## config.mk

```make
export PLATFORM = sky130hd
export DESIGN_NAME = rsa_modular_exponentiation_top
export DESIGN_NICKNAME = d
export VERILOG_FILES = /design/src/design/mexp_pkg.sv /design/src/design/rsa_modular_exponentiation_top.sv
export SDC_FILE = /design/constraint.sdc
export NUM_CORES = 1
export LEC_CHECK = 0
export ABC_AREA = 1
export BUFFER_PORTS_ARGS = -buffer_cell sky130_fd_sc_hd__buf_2
export CAP_MARGIN = 20
export CORE_UTILIZATION = 40
export DETAILED_ROUTE_END_ITERATION = 10
export PLACE_DENSITY = 0.56
export RECOVER_POWER = 50
export SLEW_MARGIN = 20
export SYNTH_ARGS = -nofsm -noshare
export SYNTH_HDL_FRONTEND = slang
export SYNTH_SLANG_ARGS = --single-unit
```

## constraint.sdc

```tcl
create_clock -name aclk -period 6.1 [get_ports aclk]
set_input_delay 0 -clock aclk [delete_from_list [all_inputs] [get_ports aclk]]
set_output_delay 0 -clock aclk [all_outputs]
set_load 0.005 [all_outputs]
```

## src/design/mexp_pkg.sv

```systemverilog
// Shared constants and types for the modular exponentiation block.
package mexp_pkg;

    localparam int OPERAND_WIDTH   = 16;
    localparam int CNT_WIDTH       = $clog2(OPERAND_WIDTH);
    localparam int SUM_WIDTH       = OPERAND_WIDTH + 2;
    localparam int CFG_INDEX_WIDTH = 2;

    localparam logic [CFG_INDEX_WIDTH-1:0] REG_EXPONENT = CFG_INDEX_WIDTH'(0);
    localparam logic [CFG_INDEX_WIDTH-1:0] REG_MODULUS  = CFG_INDEX_WIDTH'(1);

    localparam logic [OPERAND_WIDTH-1:0] EXPONENT_RESET = OPERAND_WIDTH'(1);
    localparam logic [OPERAND_WIDTH-1:0] MODULUS_RESET  = {OPERAND_WIDTH{1'b1}};

    typedef enum logic [2:0] {
        ST_IDLE,
        ST_LOAD,
        ST_CHECK,
        ST_MULT,
        ST_SQUARE,
        ST_DONE
    } state_t;

endpackage

```

## src/design/rsa_modular_exponentiation_top.sv

```systemverilog
// Modular exponentiation top level: sequencer around one shared modular multiplier.
//
// Usage: write the exponent (index 0) and modulus (index 1) on the cfg_ channel
// while the block is idle; cfg_ready is always high. Each request on the s_
// channel carries one base value and yields one result on the m_ channel:
// base_value ^ exponent mod modulus.
// A modular multiply runs on an interleaved shift-add-reduce unit (one
// multiplier bit per cycle, two conditional subtracts of the modulus). A request
// first reduces the base with one multiply, then for each exponent bit up to the
// highest set one multiplies if the bit is set and then squares, and finishes
// by handing the result to the output register.
// s_ready is high only while the sequencer is idle, one request at a time, so
// a new request is taken only once the current one has finished.
// The result sits in an output register; a new request is taken while an
// earlier result still waits, and the sequencer holds its finished result
// until the output register frees up when m_ready stays low.
// Reset (aresetn low, synchronous) clears the sequencer and the output valid
// and loads exponent 1 and modulus all ones.
module rsa_modular_exponentiation_top
    import mexp_pkg::*;
(
    input  logic                       aclk,
    input  logic                       aresetn,
    input  logic                       cfg_valid,
    output logic                       cfg_ready,
    input  logic [CFG_INDEX_WIDTH-1:0] cfg_index,
    input  logic [OPERAND_WIDTH-1:0]   cfg_data,
    input  logic                       s_valid,
    output logic                       s_ready,
    input  logic [OPERAND_WIDTH-1:0]   s_base_value,
    output logic                       m_valid,
    input  logic                       m_ready,
    output logic [OPERAND_WIDTH-1:0]   m_result_value
);

    state_t                   state_reg, state_next;
    logic [OPERAND_WIDTH-1:0] exponent_reg;
    logic [OPERAND_WIDTH-1:0] modulus_reg;
    logic [OPERAND_WIDTH-1:0] exp_reg, exp_next;
    logic [OPERAND_WIDTH-1:0] acc_reg, acc_next;
    logic [OPERAND_WIDTH-1:0] sq_reg, sq_next;
    logic [OPERAND_WIDTH-1:0] op_a_reg, op_a_next;
    logic [OPERAND_WIDTH-1:0] op_b_reg, op_b_next;
    logic [OPERAND_WIDTH-1:0] rem_reg, rem_next;
    logic [CNT_WIDTH-1:0]     cnt_reg, cnt_next;
    logic                     out_valid_reg, out_valid_next;
    logic [OPERAND_WIDTH-1:0] out_data_reg, out_data_next;

    logic [SUM_WIDTH-1:0]     sum;
    logic [SUM_WIDTH-1:0]     mod_ext;
    logic [SUM_WIDTH-1:0]     sub1;
    logic [SUM_WIDTH-1:0]     sub2;
    logic [OPERAND_WIDTH-1:0] step_rem;
    logic                     step_last;

    assign cfg_ready      = 1'b1;
    assign s_ready        = (state_reg == ST_IDLE);
    assign m_valid        = out_valid_reg;
    assign m_result_value = out_data_reg;

    // one step of interleaved modular multiplication
    always_comb begin
        mod_ext   = {2'b00, modulus_reg};
        sum       = {1'b0, rem_reg, 1'b0}
                  + (op_a_reg[OPERAND_WIDTH-1] ? {2'b00, op_b_reg} : '0);
        sub1      = (sum >= mod_ext) ? (sum - mod_ext) : sum;
        sub2      = (sub1 >= mod_ext) ? (sub1 - mod_ext) : sub1;
        step_rem  = sub2[OPERAND_WIDTH-1:0];
        step_last = (cnt_reg == CNT_WIDTH'(OPERAND_WIDTH - 1));
    end

    always_ff @(posedge aclk) begin
        if (!aresetn) begin
            exponent_reg <= EXPONENT_RESET;
            modulus_reg  <= MODULUS_RESET;
        end else if (cfg_valid && cfg_ready) begin
            case (cfg_index)
                REG_EXPONENT: exponent_reg <= cfg_data;
                REG_MODULUS:  modulus_reg  <= cfg_data;
                default: ;
            endcase
        end
    end

    always_ff @(posedge aclk) begin
        if (!aresetn) begin
            state_reg     <= ST_IDLE;
            out_valid_reg <= 1'b0;
        end else begin
            state_reg     <= state_next;
            out_valid_reg <= out_valid_next;
        end
        exp_reg      <= exp_next;
        acc_reg      <= acc_next;
        sq_reg       <= sq_next;
        op_a_reg     <= op_a_next;
        op_b_reg     <= op_b_next;
        rem_reg      <= rem_next;
        cnt_reg      <= cnt_next;
        out_data_reg <= out_data_next;
    end

    always_comb begin
        state_next     = state_reg;
        exp_next       = exp_reg;
        acc_next       = acc_reg;
        sq_next        = sq_reg;
        op_a_next      = op_a_reg;
        op_b_next      = op_b_reg;
        rem_next       = rem_reg;
        cnt_next       = cnt_reg;
        out_data_next  = out_data_reg;
        out_valid_next = out_valid_reg && !m_ready;

        case (state_reg)
            ST_IDLE: begin
                if (s_valid) begin
                    op_a_next  = s_base_value;
                    op_b_next  = OPERAND_WIDTH'(1);
                    rem_next   = '0;
                    cnt_next   = '0;
                    exp_next   = exponent_reg;
                    state_next = ST_LOAD;
                end
            end
            ST_LOAD, ST_MULT, ST_SQUARE: begin
                // advance the shared unit by one multiplier bit
                rem_next  = step_rem;
                op_a_next = {op_a_reg[OPERAND_WIDTH-2:0], 1'b0};
                cnt_next  = cnt_reg + CNT_WIDTH'(1);
                if (step_last) begin
                    rem_next = '0;
                    cnt_next = '0;
                    case (state_reg)
                        ST_LOAD: begin
                            sq_next    = step_rem;
                            acc_next   = OPERAND_WIDTH'(1);
                            state_next = ST_CHECK;
                        end
                        ST_MULT: begin
                            acc_next   = step_rem;
                            op_a_next  = sq_reg;
                            op_b_next  = sq_reg;
                            state_next = ST_SQUARE;
                        end
                        default: begin
                            sq_next    = step_rem;
                            exp_next   = {1'b0, exp_reg[OPERAND_WIDTH-1:1]};
                            state_next = ST_CHECK;
                        end
                    endcase
                end
            end
            ST_CHECK: begin
                if (exp_reg == '0) begin
                    state_next = ST_DONE;
                end else if (exp_reg[0]) begin
                    op_a_next  = acc_reg;
                    op_b_next  = sq_reg;
                    state_next = ST_MULT;
                end else begin
                    op_a_next  = sq_reg;
                    op_b_next  = sq_reg;
                    state_next = ST_SQUARE;
                end
            end
            ST_DONE: begin
                // hold until the output register is free
                if (!out_valid_reg || m_ready) begin
                    out_valid_next = 1'b1;
                    out_data_next  = (modulus_reg < OPERAND_WIDTH'(2)) ? '0 : acc_reg;
                    state_next     = ST_IDLE;
                end
            end
            default: begin
                state_next = ST_IDLE;
            end
        endcase
    end

endmodule

```

; ---- Word level (Yosys, flattened, before mapping)
; Index checks and enable logic that the tools add are counted.
[word_totals]
reg_bits = 152
latch_bits = 0
ram_bits = 0
romBits = 0
input_bits = 39
out_inout_bits = 19
wordCells = 89
mem_count = 0
[op_classes]
add_sub_neg = 4
mul = 0
div = 0
magnitude_cmp = 3
n_eq_ne = 13
shifts = 0
muxes = 34
n_bitwise = 1
n_reduce_logical = 22
[ops]
columns = op, n
row1 = 2-to-1 mux 16 bit, 16
row2 = one-hot mux 16 bit (2 select lines), 3
row3 = one-hot mux 16 bit (3 select lines), 2
row4 = >= comparator 18 x 16 -> 1 bit, 2
row5 = adder 17 x 16 -> 18 bit, 1
row6 = 2-to-1 mux 18 bit, 1
row7 = 2-to-1 mux 3 bit, 6
row8 = subtractor 18 x 16 -> 18 bit, 1
row9 = logical NOT 16 bit, 1
row10 = < comparator 16 x 2 -> 1 bit (second input constant), 1
row11 = subtractor 16 bit, 1
row12 = inequality test 2 bit (second input constant), 6
row13 = one-hot mux 3 bit (4 select lines), 1
row14 = AND reduction 3 bit, 4
row15 = 2-to-1 mux 4 bit, 2
row16 = one-hot mux 4 bit (2 select lines), 1
row17 = AND reduction 2 bit, 4
row18 = == test 3 x 2 -> 1 bit (second input constant), 2
row19 = == test 3 bit (second input constant), 2
row20 = AND reduction 5 bit, 1
row21 = adder 4 x 1 -> 4 bit (second input constant), 1
row22 = == test 4 bit (second input constant), 1
row23 = AND reduction 4 bit, 1
row24 = nonzero test 2 bit, 2
row25 = 12 further kinds, 14

; ---- Logic depth before layout (Yosys ltp)
; Gate-level depths: netlist of the first run.
[logic_depth]
ltp_word = 8
mapped_depth = 47
ltp_nobuf = 44

; ---- Least setup slack after synthesis of the first run
; OpenSTA, ideal clock, no wires.
[synth_timing]
path_kind = reg-to-reg
from = reg op_a_reg[15]
to = reg rem_reg[0] (data pin)
setup_ps = 266
arrival_ps = 5260
required_ps = 5834
path_slack_ps = 574
stages_incl_launch_ff = 44
n_path_buf = 4
synth_period_minus_slack_ps = 5526
cell_sequence = edfxtp_1 -> clkbuf_1 -> clkbuf_1 -> nand2_1 -> inv_1 -> ha_1 -> nand2_1 -> inv_1 -> a21oi_2 -> nand2_2 -> a21oi_1 -> o21bai_1 -> or2_2 -> nand2_1 -> inv_1 -> ha_1 -> nand2_1 -> inv_1 -> (+8 left out) -> fa_1 -> o21ai_1 -> nand2_1 -> nand2_1 -> nand2_1 -> nand2_1 -> nand2_1 -> nand2_1 -> nand2_1 -> nand2_1 -> nor2_1 -> nand2_1 -> inv_2 -> nand2_4 -> buf_6 -> nand2_1 -> nand2_1 -> nor2_1
[synth_via]
elab_chain_len = 8
elab_cells_between_ends = 10
classes_between = 3 x add/sub / 2 x order compare / 5 x mux
[synth_lines]
columns = element, line_no
row1 = "start, declared", rsa_modular_exponentiation_top.sv:42  ; logic [OPERAND_WIDTH-1:0] op_a_reg, op_a_next;
row2 = "start signal, assigned", rsa_modular_exponentiation_top.sv:96  ; op_a_reg <= op_a_next;
row3 = 2-to-1 mux 16 bit *, rsa_modular_exponentiation_top.sv:65  ; + (op_a_reg[OPERAND_WIDTH-1] ? {2'b00, op_b_reg} : '0);
row4 = adder 17 x 16 -> 18 bit *, rsa_modular_exponentiation_top.sv:65
row5 = subtractor 18 x 16 -> 18 bit or >= comparator 18 x 16 -> 1 bit (tied branches), rsa_modular_exponentiation_top.sv:66  ; sub1 = (sum >= mod_ext) ? (sum - mod_ext) : sum;
row6 = 2-to-1 mux 18 bit *, rsa_modular_exponentiation_top.sv:66
row7 = subtractor 16 bit or >= comparator 18 x 16 -> 1 bit (tied branches), rsa_modular_exponentiation_top.sv:67  ; sub2 = (sub1 >= mod_ext) ? (sub1 - mod_ext) : sub1;
row8 = 2-to-1 mux 16 bit *, rsa_modular_exponentiation_top.sv:67
row9 = 2-to-1 mux 16 bit *, rsa_modular_exponentiation_top.sv:131  ; if (step_last) begin
row10 = one-hot mux 16 bit (2 select lines) *, rsa_modular_exponentiation_top.sv:115  ; case (state_reg)
row11 = "end signal, assigned", rsa_modular_exponentiation_top.sv:98  ; rem_reg <= rem_next;
row12 = "end, declared", rsa_modular_exponentiation_top.sv:44  ; logic [OPERAND_WIDTH-1:0] rem_reg, rem_next;
; Every way passes the cells marked *; elsewhere a longest branch is shown, timed or not.
; A chain may end at the register's enable or synchronous reset.

; ---- Worst setup path in the final report of the first run
[layout_timing]
from = reg op_a_reg[15]
to = reg rem_reg[11] (data pin)
; The elaborated chain is that of the path after synthesis.

==> metrics.txt, run 1 <==
number of design rule violations left after detail routing=0; post-synthesis instance area=9270 sq um; number of nets in the synthesized netlist=1259; Yosys cell types=43; count of pins on the block boundary=58; Placed Area=9820 sq um; Final setup viols=0; number of cells on the worst hold path=2; first-pass iteration count of the detailed router=5; Clock Latency Late Sink=430 ps; clock slew seen by the registers of the worst setup and hold paths=70 ps; non-filler instance count after layout=1566; root buffer cell=clkbuf_16; first-pass GRT wire length=37800 um; clk buf depth=2; CP max stage cell=edfxtp_1; area of the die=23800 sq um; number of H-tree levels=4; crit path DAT=5940 ps; Port Buffer Count=56; post-route cell area=11100 sq um; Total Wirelength=23800 um; max-slew headroom at the worst pin=-0.0503; antenna cell count=0; crit path capture type=flip-flop; start of the worst register-to-register path=op_a_reg[15]; fraction of the core area covered by cells at the end of the flow=0.491; clock tree from TritonCTS=built; Starting Density=0.408; violated checks=max-capacitance violations, max-slew violations; Tightest Pin Transition=1580 ps; placement row count=55; final number of hold-violating endpoints=0; delay-heaviest family, CP=simple AND/OR/NAND/NOR gates; fraction of final layout cells sized beyond drive strength 1=0.124; post-route clock period utilization=0.935; post-synthesis instance total=1169; antenna violations before repair=0; worst-path maximum fanout=9; width of the die=154 um; most common library cell in the layout ignoring fill and taps=nand2_1; Synthesis Warnings=0; count of cells along the worst register-to-register path=40; final RePlAce weighted congestion=0.912; WL/cell=15.2 um; source of the worst hold timing path=aresetn; achievable frequency=175 MHz; max-slew violation count=18; sort of element at the start of the critical path=flip-flop; time the final worst path needs with I/O delays and setup=5700 ps; required time reported for the critical path endpoint=6340 ps; global-route congestion overflow total=0; fraction of the yosys area taken by sequential cells=0.454; Maximum Capacitance Violations=2; worst-case hold path end point=exponent_reg[0]; largest net degree at the start of global routing=35; sum of net half-perimeters after detailed placement=17500 um; setup total negative slack=0 ps; Worst path most repeated cell=nand2_1; Final Net Count=1358; Syn-to-layout area delta=20.2%; total global routing track utilization=0.203; path type of the worst min-delay path=primary input to flip-flop; via count of the first global-routing pass=7239; r2r endpoint=rem_reg[11]; DRC violation total after the first TritonRoute iteration=445; Register-to-Register Setup Slack=400 ps; CTS Buf Count=17; Synth Register Bits=152; placed cell count=1484; Crit path largest cell delay=510 ps; most frequent cells in the layout=333 x nand2_1, 177 x inv_1, 116 x edfxtp_1, 102 x nor2_1, 62 x a21oi_1; vertical die dimension=154 um; Final ANT Viol Nets=0; Mean Syn Cell Area=7.93 sq um; clock skew=9.58 ps; number of vias per cell=4.94; outcome=complete, but fails checks; Sinks on Clock Net=152; number of vias after detailed routing=7734; count of fill cells added during filler insertion=2264; CORE AREA=22700 sq um; total buffers and inverters traversed by the critical path=8; type of the worst setup path=flip-flop to flip-flop
==> metrics by stage <==
| stage | setup slack (ps) | hold WS, ps |
|---|---|---|
| floorplan | 574 | 113 |
| global placement | 82.4 | 234 |
| detailed placement | 56.0 | 241 |
| CTS | 49.3 | 32.0 |
| global route | -45.6 | 60.0 |
| finish | 396 | 35.7 |
==> final cells by class <==
type	instances	area, sq um	share of cell area
tap	285	357	0.0320
timing repair buffer	113	787	0.0706
sequential	152	4200	0.377
timing repair inverter	1	6.26	0.000562
clock inverter	15	190	0.0171
clock buffer	17	425	0.0382
multi-input combinational	803	4490	0.403
inverter	180	686	0.0615
==> metal layers <==
metal  vias up  GRT usage  wire length (um)
met2       158      0.316             10500
met1      3541      0.294             12300
li1       4016          -                 -
met3        19     0.0317               715
met4         0     0.0538               265
met5         -          0                 0
==> worst max path at each step <==
stage / from / end / slack (ps) / cells after the start
finish: op_a_reg[15] / rem_reg[11] / 400 / 40
detailed placement: op_a_reg[15] / rem_reg[14] / 60 / 43
global placement: op_a_reg[15] / rem_reg[14] / 80 / 43
CTS: op_a_reg[15] / rem_reg[14] / 50 / 43
global route: op_a_reg[15] / rem_reg[4] / -50 / 44
floorplan: op_a_reg[15] / rem_reg[0] / 570 / 43
==> cell usage after synthesis <==
cell type / number / area share
nand2_1: 340 / 0.14
inv_1: 176 / 0.071
edfxtp_1: 116 / 0.38
nor2_1: 106 / 0.043
a21oi_1: 64 / 0.035
nand3_1: 55 / 0.030
o21ai_0: 54 / 0.029
ha_1: 48 / 0.065
dfxtp_1: 36 / 0.078
o211ai_1: 31 / 0.025
clkbuf_1: 28 / 0.011
xor2_1: 22 / 0.021
xnor2_1: 16 / 0.015
nand4_1: 9 / 0.0061
o21ai_1: 8 / 0.0043
nor3_1: 7 / 0.0038
o21bai_1: 5 / 0.0041
a31oi_1: 4 / 0.0027
buf_6: 4 / 0.0049
a21o_1: 3 / 0.0024
fa_1: 3 / 0.0065
inv_2: 3 / 0.0012
nand2_2: 3 / 0.0020
nand2_4: 3 / 0.0036
nor4_1: 3 / 0.0020
a21oi_2: 2 / 0.0019
and3_1: 2 / 0.0014
buf_2: 2 / 0.0011
nand3_2: 2 / 0.0022
a21boi_0: 1 / 0.00081
a21oi_4: 1 / 0.0018
a41oi_1: 1 / 0.00095
buf_4: 1 / 0.00081
conb_1: 1 / 0.00040
inv_4: 1 / 0.00068
nand3b_1: 1 / 0.00081
nand4_4: 1 / 0.0023
nor3b_1: 1 / 0.00081
o2111ai_1: 1 / 0.00095
o21a_1: 1 / 0.00081
o21ai_2: 1 / 0.00095
o31ai_1: 1 / 0.00081
or2_2: 1 / 0.00068
==> what timing repair did <==
action,in CTS,in global routing
hold buffers,34,0
hold endpoints to repair,49,0
setup endpoints to repair,0,48
setup buffers,0,14
gates resized for setup,0,51
==> cell families after synthesis <==
family	after synthesis	share of synthesized area
xor+xnor	38	0.0359
simple gates	534	0.236
fa+ha+maj	51	0.0713
buf+inv	215	0.0913
other cells	1	0.000405
flops	152	0.454
compound gates	178	0.111
Power of run 1 is left out: the tool's default activity adds up to more than one toggle a clock period on the data nets, which glitch-free logic cannot reach.
==> inputs of run 2 (changes only) <==
--- a/constraint.sdc
+++ b/constraint.sdc
@@ -3,2 +3,2 @@
 set_output_delay 0 -clock aclk [all_outputs]
-set_load 0.005 [all_outputs]
+set_load 0.1 [all_outputs]
==> run 2 against run 1 <==
Compared with the run above: the flow still finishes with violations (max-capacitance violations, max-slew violations); largest cell class unchanged; maximum frequency about the same; hold slack about the same; worst setup slack got worse by 1.2 ps; first-iteration DRC count decreased by 0.22%; global-route usage unchanged; count of clock-buffer cells in the layout unchanged; clock skew about the same; die area unchanged; core utilization decreased by 0.077 points; final area decreased by 0.16%.
==> metrics.txt, run 2 (synthesis results as in run 1) <==
Clock Latency Late Sink=430 ps; required time reported for the critical path endpoint=6240 ps; count of cells along the worst register-to-register path=39; max-slew violation count=18; CP max stage cell=edfxtp_1; number of vias per cell=4.94; DRC violation total after the first TritonRoute iteration=444; number of design rule violations left after detail routing=0; number of H-tree levels=4; global-route congestion overflow total=0; achievable frequency=175 MHz; final number of hold-violating endpoints=0; placed cell count=1484; Crit path largest cell delay=510 ps; fraction of final layout cells sized beyond drive strength 1=0.113; crit path DAT=5840 ps; vertical die dimension=154 um; width of the die=154 um; Maximum Capacitance Violations=2; clock skew=9.56 ps; first-pass GRT wire length=37800 um; violated checks=max-capacitance violations, max-slew violations; CORE AREA=22700 sq um; worst hold slack after final layout=35.7 ps; via count of the first global-routing pass=7239; antenna violations before repair=0; total buffers and inverters traversed by the critical path=6; WL/cell=15.2 um; non-filler instance count after layout=1566; combined area of the multi-input logic cells=4490 sq um; clock slew seen by the registers of the worst setup and hold paths=70 ps; Port Buffer Count=56; worst-path maximum fanout=9; total global routing track utilization=0.203; clk buf depth=2; logic depth of the worst path, buffers included=39; most common library cell in the layout ignoring fill and taps=nand2_1; start of the worst register-to-register path=op_a_reg[15]; delay-heaviest family, CP=simple AND/OR/NAND/NOR gates; Final setup viols=0; r2r endpoint=rem_reg[11]; Crit. Startpoint=op_a_reg[15]; count of pins on the block boundary=58; post-route clock period utilization=0.935; area of the die=23800 sq um; Total Wirelength=23800 um; count of fill cells added during filler insertion=2273; Final Net Count=1358; crit path capture type=flip-flop; Final ANT Viol Nets=0; type of the worst setup path=flip-flop to flip-flop; largest net degree at the start of global routing=35; max-slew headroom at the worst pin=-0.0489; CTS Buf Count=17; final worst slack=395 ps; placement row count=55; root buffer cell=clkbuf_16; antenna cell count=0; Worst path most repeated cell=nand2_1; minimum setup slack after placement=56.0 ps; most frequent cells in the layout=333 x nand2_1, 177 x inv_1, 116 x edfxtp_1, 102 x nor2_1, 62 x a21oi_1; fraction of the core area covered by cells at the end of the flow=0.490; register area=4200 sq um; sum of net half-perimeters after detailed placement=17500 um; clock tree from TritonCTS=built; destination of the critical timing path=rem_reg[11]; Sinks on Clock Net=152; final RePlAce weighted congestion=0.912; Starting Density=0.408; path type of the worst min-delay path=primary input to flip-flop; outcome=complete, but fails checks; Syn-to-layout area delta=20.1%; first-pass iteration count of the detailed router=5; Tightest Pin Transition=1570 ps; Register-to-Register Setup Slack=390 ps; sort of element at the start of the critical path=flip-flop; time the final worst path needs with I/O delays and setup=5710 ps; number of vias after detailed routing=7737
[run 2: layer usage]
layer / global-route usage / part of all wire
met5: 0 / 0
met1: 0.294 / 0.51
met4: 0.0538 / 0.011
met3: 0.0317 / 0.032
met2: 0.316 / 0.44
[run 2: worst min-delay path by stage]
| stage | start | endpoint | slack (ps) | depth (start not counted) |
|---|---|---|---|---|
| 2_1_floorplan | cfg_data[0] | exponent_reg[0] | 110 | 2 |
| 3_3_place_gp | cfg_data[0] | modulus_reg[0] | 230 | 3 |
| 3_5_place_dp | cfg_data[0] | modulus_reg[0] | 240 | 3 |
| 4_1_cts | aresetn | exponent_reg[0] | 30 | 2 |
| 5_1_grt | aresetn | exponent_reg[0] | 60 | 2 |
| 6_report | aresetn | exponent_reg[0] | 40 | 2 |
[run 2: timing repair]
item | CTS | global route
setup endpoints to repair | 0 | 48
setup buffers | 0 | 14
hold buffers | 34 | 0
hold endpoints to repair | 49 | 0
gates resized for setup | 0 | 51
[run 2: final cells by class]
type / count / area share
clock buffer: 17 / 0.0382
clock inverter: 15 / 0.0171
inverter: 180 / 0.0616
multi-input combinational: 803 / 0.403
sequential: 152 / 0.378
tap: 285 / 0.0321
timing repair buffer: 113 / 0.0692
timing repair inverter: 1 / 0.000562
[run 2: per-stage QoR]
step / cell area (sq um) / TNS [ps]
6_report: 11100 / 0
4_1_cts: 10800 / 0
3_5_place_dp: 9820 / 0
3_3_place_gp: 9820 / 0
2_1_floorplan: 9270 / 0
5_1_grt: 11100 / -327
Power of run 2 is left out for the same reason.
